<file path="src/rtl/vht_ram.sv">
// vht_ram: generic single write port memory with a registered read
// no dependencies
`timescale 1ns / 1ps

module vht_ram #(
    parameter int WIDTH = 8,
    parameter int DEPTH = 64
) (
    input  logic                     clk,
    input  logic                     we,
    input  logic [$clog2(DEPTH)-1:0] waddr,
    input  logic [WIDTH-1:0]         wdata,
    input  logic                     re,
    input  logic [$clog2(DEPTH)-1:0] raddr,
    output logic [WIDTH-1:0]         rdata
);

    logic [WIDTH-1:0] mem [DEPTH];

    always_ff @(posedge clk)
    begin
        if (we)
        begin
            mem[waddr] <= wdata;
        end
        if (re)
        begin
            rdata <= mem[raddr];
        end
    end

endmodule
</file>
<file path="config.mk">
export PLATFORM = sky130hd
export DESIGN_NAME = vht_ram
export DESIGN_NICKNAME = d
export VERILOG_FILES = /design/src/rtl/vht_ram.sv
export SDC_FILE = /design/constraint.sdc
export NUM_CORES = 1
export LEC_CHECK = 0
export ABC_CLOCK_PERIOD_IN_PS = 2600
export BUFFER_PORTS_ARGS = -buffer_cell sky130_fd_sc_hd__buf_4
export CAP_MARGIN = 20
export CORE_MARGIN = 8
export CORE_UTILIZATION = 62
export CTS_CLUSTER_DIAMETER = 120
export DETAILED_ROUTE_END_ITERATION = 10
export PLACE_DENSITY = 0.9
export SLEW_MARGIN = 20
export SYNTH_ARGS = -nofsm -noshare
export SYNTH_HDL_FRONTEND = slang
export SYNTH_SLANG_ARGS = --single-unit
</file>
<file path="constraint.sdc">
create_clock -name clk -period 2.6 [get_ports clk]
set_clock_uncertainty 0.1 [all_clocks]
set_input_delay 0.39 -clock clk [delete_from_list [all_inputs] [get_ports clk]]
set_output_delay 0.39 -clock clk [all_outputs]
set_load 0.01 [all_outputs]
</file>
Yosys cells after proc, flatten, opt, wreduce, memory -nomap -nowiden
Memories as Yosys holds them, arrays and structs flattened. A register that Yosys moved wholly into a read port is not among the register bits. Cells that the tools add are included.

Multiplexer cells: 2.

Operators with widths (count): 2-to-1 mux 1 bit (2).

Memories: 1. Bits in writable memories: 512. Logic and storage cells: 3. Bits in registers: 0. Output and inout port bits: 8.

Memories: mem (words 64, bits a word 8, read ports 1, clocked after memory_dff 1, write ports 1, RTL line 18) `logic [WIDTH-1:0] mem [DEPTH];`.

Logic depth before layout (Yosys ltp)
Gate-level depths: netlist (run 1).

Depth in word-level cells: 2. Depth in mapped cells: 9. Gate-level depth less buffers: 5.

Worst setup path before layout (run 1)
Ideal clock, no wire load.

Kind: input to register. From: input raddr[1]. To: register rdata[3], read port of mem (data pin). Path buffers: 3. Arrival: 1.930 ns. Path slack: 0.304 ns. Stages on the path: 7. Path through: buf_4 > buf_2 > buf_2 > mux4_2 > mux4_2 > o21ai_1 > o41ai_1.

RTL lines: start, declared (RTL line 14) `input logic [$clog2(DEPTH)-1:0] raddr,`; end, declared (RTL line 15) `output logic [WIDTH-1:0] rdata`.

==> results.ini, run 1 <==
[setup_path]
r2r_cells=5
crit_required_ns=2.81
critPathLaunchType=flip-flop
cp_cell_sequence=mux4_2 > mux2_2 > o221a_2 > nor3_1 > o32ai_1
slowest_stage=mux4_2
rrSetupSlack_ns=0.23
path_max_fanout=1
critPathMaxStageDelay_ns=0.47
critPathCaptureType=flip-flop
r2r_end=rdata[4]
worstSetupPathType=flip-flop to flip-flop
crit_path_start=mem[25][4]
reg2reg_from=mem[25][4]
critPathArrivalTime_ns=2.58

[die]
start_util_pct=62.55
coreArea_um2=32370
fp.dieW_um=196.7
std_cell_rows=66
die-area_um2=38690
die_y_um=196.7
ios=31

[power]
peakVddDrop_mv=0.9365
p_leak_nw=7.725
powerDensity_nw_per_um2=783.3

[grt]
grt-ovfl-total=0
grt_pass1_vias=11270
grt_max_degree=65
grt_use_total_pct=27.21
antenna_found_initial=1
grt_pass1_wl_um=76040

[clock_tree]
cts_setup_buffers=0
htreeDepth=2
clockBufferDepth=3
clock_sinks=520
cts_tree=done
ctsHoldBuffers=0
cts-resized-gates=0
insertion_delay_ns=0.57
clk_pin_slew_worst_paths_ns=0.07
cts_buffers=49
clockRootBuffer=clkbuf_16

[placement]
port_buffers=30
hpwl_um=29140
dp_slack_ns=-0.1933
placedCellCount=1488
gp_congestion=0.8675
dpl_cell_area_um2=21790

[logic_synthesis]
synth-seq-cells=520
synth_area_per_cell_um2=21.54
synth_area_um2=20250
yosysSeqAreaShare_pct=77.12
yosys_warnings=0
synthTopCellsByArea=edfxtp_1 (77%), mux4_2 (14%), nor2_1 (1.5%), mux2i_1 (1.1%), mux2_2 (0.72%)
ys_types=39
synthTopCellsByCount=edfxtp_1 (520), mux4_2 (126), nor2_1 (83)
synth_most_common_cell=edfxtp_1
syn_nets=963
synth_area_leader_cell=edfxtp_1
synth-async-reset-ratio_pct=0
synth_edf_count=520
syn-instance-count=940
netlist.area_leader.share_pct=77.12
synthFlopType=edfxtp_1

[finish]
post-route-util_pct=73.09
finalNetCount=1120
drive_gt1_share_pct=33.42
syn_to_final_growth_pct=16.85
instances_no_fill=1580
final_cell_area_um2=23660

[drt]
via_per_inst=7.023
drtAntennaViolNets=0
route.detailed.drc=0
via_count=11100
dr.pass1.iters=6
drt_iter0_drc=1882
finalWirelength_um=52020
wl_per_cell_um=32.92

[outcome]
status=completed

[timing]
period_minus_slack_ns=2.375
setup_violations=0
setup_ws_ns=0.2250
worst_slew_pin_slew_ns=0.9023
hold_viol_final=0
max_slew_margin_pct=39.63
whs_ns=0.04589
fin_crit_sh_pct=91.35
fmax_mhz=421.1
rsz0062_at_grt=no
drv_slew=0

[job]
max-cap-violations=0

[min_path]
hold_path_depth=1
min_from=re
min_to=rdata[0]
min_path_type=primary input to flip-flop

[per-stage QoR]
stage	TNS [ns]	total power, mW
after floorplan	0	9.988
after global placement	-0.2822	10.38
after detailed placement	-0.5592	10.43
after CTS	0	18.54
after global routing	0	18.87
final	0	18.53
[report_power, final]
part	leakage [nW]	switching (mW)	total [mW]	internal, mW
clock network	0.913	3.15	8.22	5.07
registers	4.69	0.0333	9.33	9.29
logic	2.13	0.592	0.983	0.390
total	7.73	3.77	18.5	14.8
[logic make-up (layout without fill, tap and decap cells)]
logic type,count (synthesis),count (layout),share of synthesized area (%)
other,0,1,0
multiplexers,162,162,15.88
AO/OA/AOI/OAI,54,54,2.064
AND/OR/NAND/NOR,153,153,3.374
flip-flops,520,520,77.12
buffers and inverters,51,248,1.563
[final cells by class]
type                       count  area [µm²]
multi-input combinational    369        4315
tap                          442       553.0
timing repair buffer         157        1310
clock inverter                39       583.1
sequential                   520       15620
antenna                        1       2.502
clock buffer                  52        1280
fill                        1648        8712
[how the worst max path moves through the flow]
stage          endpoint  depth (start not counted)
2_1_floorplan  rdata[3]                          7
3_3_place_gp   rdata[5]                          7
3_5_place_dp   rdata[3]                          7
4_1_cts        rdata[6]                          5
5_1_grt        rdata[5]                          5
6_report       rdata[4]                          5
[placed cells by master (no fill, tap or decap), types with 4 or more instances in the layout]
master / n
buf_4: 146
nand2b_1: 7
nor2_1: 83
nand3_1: 13
nor3_1: 7
bufinv_16: 15
mux2i_1: 23
mux2_2: 13
mux4_2: 126
clkbuf_16: 51
o221ai_1: 8
a211oi_1: 4
edfxtp_1: 520
a221oi_1: 6
clkinv_2: 10
nor2b_1: 14
o22ai_1: 8
buf_12: 10
nand2_1: 19
clkinv_1: 8
[metal layers]
metal | up-vias | share of wire, % | track usage, %
li1 | 4243 | - | -
met1 | 5596 | 33 | 34.98
met2 | 1038 | 49 | 45.07
met3 | 219 | 12 | 5.594
met4 | 0 | 5.2 | 11.98
met5 | - | 0 | 0
[critical path, delay by kind of cell, from the launching register on]
family             cells  cell delay [ns]
DFF                    1             0.40
muxes                  2             0.76
and+or+nand+nor        1             0.39
AOI/OAI and AO/OA      2             0.46
[registers in the layout, indices dropped and copies added (netlist names)]
register / flops
mem: 512
rdata: 8
Power figures use the tool's default switching activity.
==> run 2: changes to the inputs <==
==> constraint.sdc (replaced) <==
create_clock -name clk -period 2.6 [get_ports clk]
set_clock_uncertainty 0.1 [all_clocks]
set_input_delay 0.52 -clock clk [delete_from_list [all_inputs] [get_ports clk]]
set_output_delay 0.52 -clock clk [all_outputs]
set_load 0.01 [all_outputs]
==> run 2 against run 1 <==
Against the previous run: cell area is 1.5% lower; global-route usage is 1.0 points lower; routed wire length is 4.0% lower; utilization is 1.1 points lower; setup slack worse by 0.11 ns; die area stayed put; maximum frequency is 4.6% lower; sequential cell count stayed put; sequential share of layout area is 1.0 points higher; sequential power hardly changed; largest cell class unchanged.
==> results.ini, run 2 (synthesis gave the netlist of run 1 again) <==
[outcome]
status=completed

[setup_path]
critPathCaptureType=flip-flop
cp_cell_sequence=buf_4 > buf_12 > buf_4 > mux4_2 > mux4_2 > o21ai_1 > o41ai_1
worstSetupPathType=primary input to flip-flop
path_max_fanout=16
reg2reg_from=mem[51][5]
crit_family=multiplexers
rrSetupSlack_ns=0.14
r2r_end=rdata[5]
critPathMaxStageDelay_ns=0.54
slowest_stage=mux4_2
r2r_cells=4
critPathArrivalTime_ns=2.68
critPathLaunchType=primary input
crit_required_ns=2.79
cp.buffers_inverters=3

[die]
die_y_um=196.7
fp.dieW_um=196.7
std_cell_rows=66
die-area_um2=38690
start_util_pct=62.55
coreArea_um2=32370
ios=31

[clock_tree]
clockRootBuffer=clkbuf_16
clk_pin_slew_worst_paths_ns=0.06
clockBufferDepth=3
ctsHoldBuffers=0
clock_sinks=520
htreeDepth=2
cts_tree=done
insertion_delay_ns=0.56
cts_buffers=48

[drt]
wl_per_cell_um=31.70
drtAntennaViolNets=0
drt_iter0_drc=1501
finalWirelength_um=49960
wl_met1_um=16980
via_per_inst=6.799
dr.pass1.iters=6
route.detailed.drc=0
top_layer_used=met4
detailroute.wirelength.met2_um=25480
via_count=10720
dr_wl_met3_um=5341

[placement]
dp_slack_ns=-0.3088
placedCellCount=1490
hpwl_um=29140
gp_congestion=0.8510
port_buffers=30

[timing]
fin_crit_sh_pct=95.76
setup_violations=0
hold_viol_final=0
period_minus_slack_ns=2.490
rsz0062_at_grt=no
worst_slew_pin_slew_ns=0.7455
max_slew_margin_pct=50.30
whs_ns=0.1686
setup_ws_ns=0.1102
drv_slew=0
fmax_mhz=401.6

[grt]
grt_pass1_wl_um=73570
grt_use_total_pct=26.16
grt_max_degree=65
antenna_found_initial=0
grt_pass1_vias=10970
grt-ovfl-total=0

[min_path]
hold_path_depth=1
min_path_type=primary input to flip-flop
min_from=re
min_to=rdata[5]

[finish]
fillers=1742
final_common_cell=edfxtp_1
largestRegisters=mem: 512 flops, rdata: 8 flops
seq_area_um2=15620
syn_to_final_growth_pct=15.08
largest_reg_flops=512
final_cell_mix=edfxtp_1 (520), buf_4 (147), mux4_2 (126)
top_register=mem
drive_gt1_share_pct=32.19
finalNetCount=1121
n_antenna_cell=0
instances_no_fill=1576
multi_input_area_um2=4320

[power]
powerDensity_nw_per_um2=728.4
power_mw=16.97
p_leak_nw=7.544
peakVddDrop_mv=0.5931

[job]
max-cap-violations=0

-- run 2: area by class of cell --
class / instances / area share (%)
repair buffers: 159 / 5.741
clock inverters: 28 / 0.8270
flip-flops and latches: 520 / 67.02
multi-input cells: 369 / 18.54
clock buffers: 58 / 5.499
well taps: 442 / 2.374
-- run 2: routing by layer --
| metal | up-vias | track usage [%] |
|---|---|---|
| li1 | 4251 | - |
| met1 | 5399 | 33.66 |
| met2 | 899 | 44.51 |
| met3 | 167 | 4.418 |
| met4 | 0 | 10.50 |
| met5 | - | 0 |
-- run 2: worst register-to-register path, stage by stage, from the launching register on --
cell and delay [ns]:
edfxtp_1 0.41, mux4_2 0.53, mux4_2 0.54, o21ai_1 0.45, o41ai_1 0.16
-- run 2: where the power goes --
group | internal [mW] | total (mW) | switching, mW
sequential | 9.30 | 9.33 | 0.0297
combinational | 0.401 | 0.987 | 0.585
clock | 3.70 | 6.66 | 2.96
total | 13.4 | 17.0 | 3.57
-- run 2: worst max-delay path by stage --
stage	cells after the start	slack (ns)	from	end
floorplan	7	0.17	raddr[1]	rdata[3]
global placement	6	-0.26	raddr[0]	rdata[7]
detailed placement	6	-0.31	raddr[0]	rdata[7]
CTS	5	0.06	mem[17][4]	rdata[4]
global route	7	0.10	raddr[1]	rdata[5]
finish	7	0.11	raddr[1]	rdata[5]
-- run 2: what timing repair did --
action / in CTS / in global routing
resized for setup: 0 / 1
endpoints found under the setup margin: 0 / 1
setup buffers: 0 / 0
-- run 2: metrics by stage --
step	util (%)	TNS [ns]	area, µm²
floorplan	-	0	20250
global placement	67.41	-0.8809	21820
detailed placement	67.41	-1.281	21820
CTS	71.96	0	23290
global route	71.98	0	23300
finish	71.98	0	23300
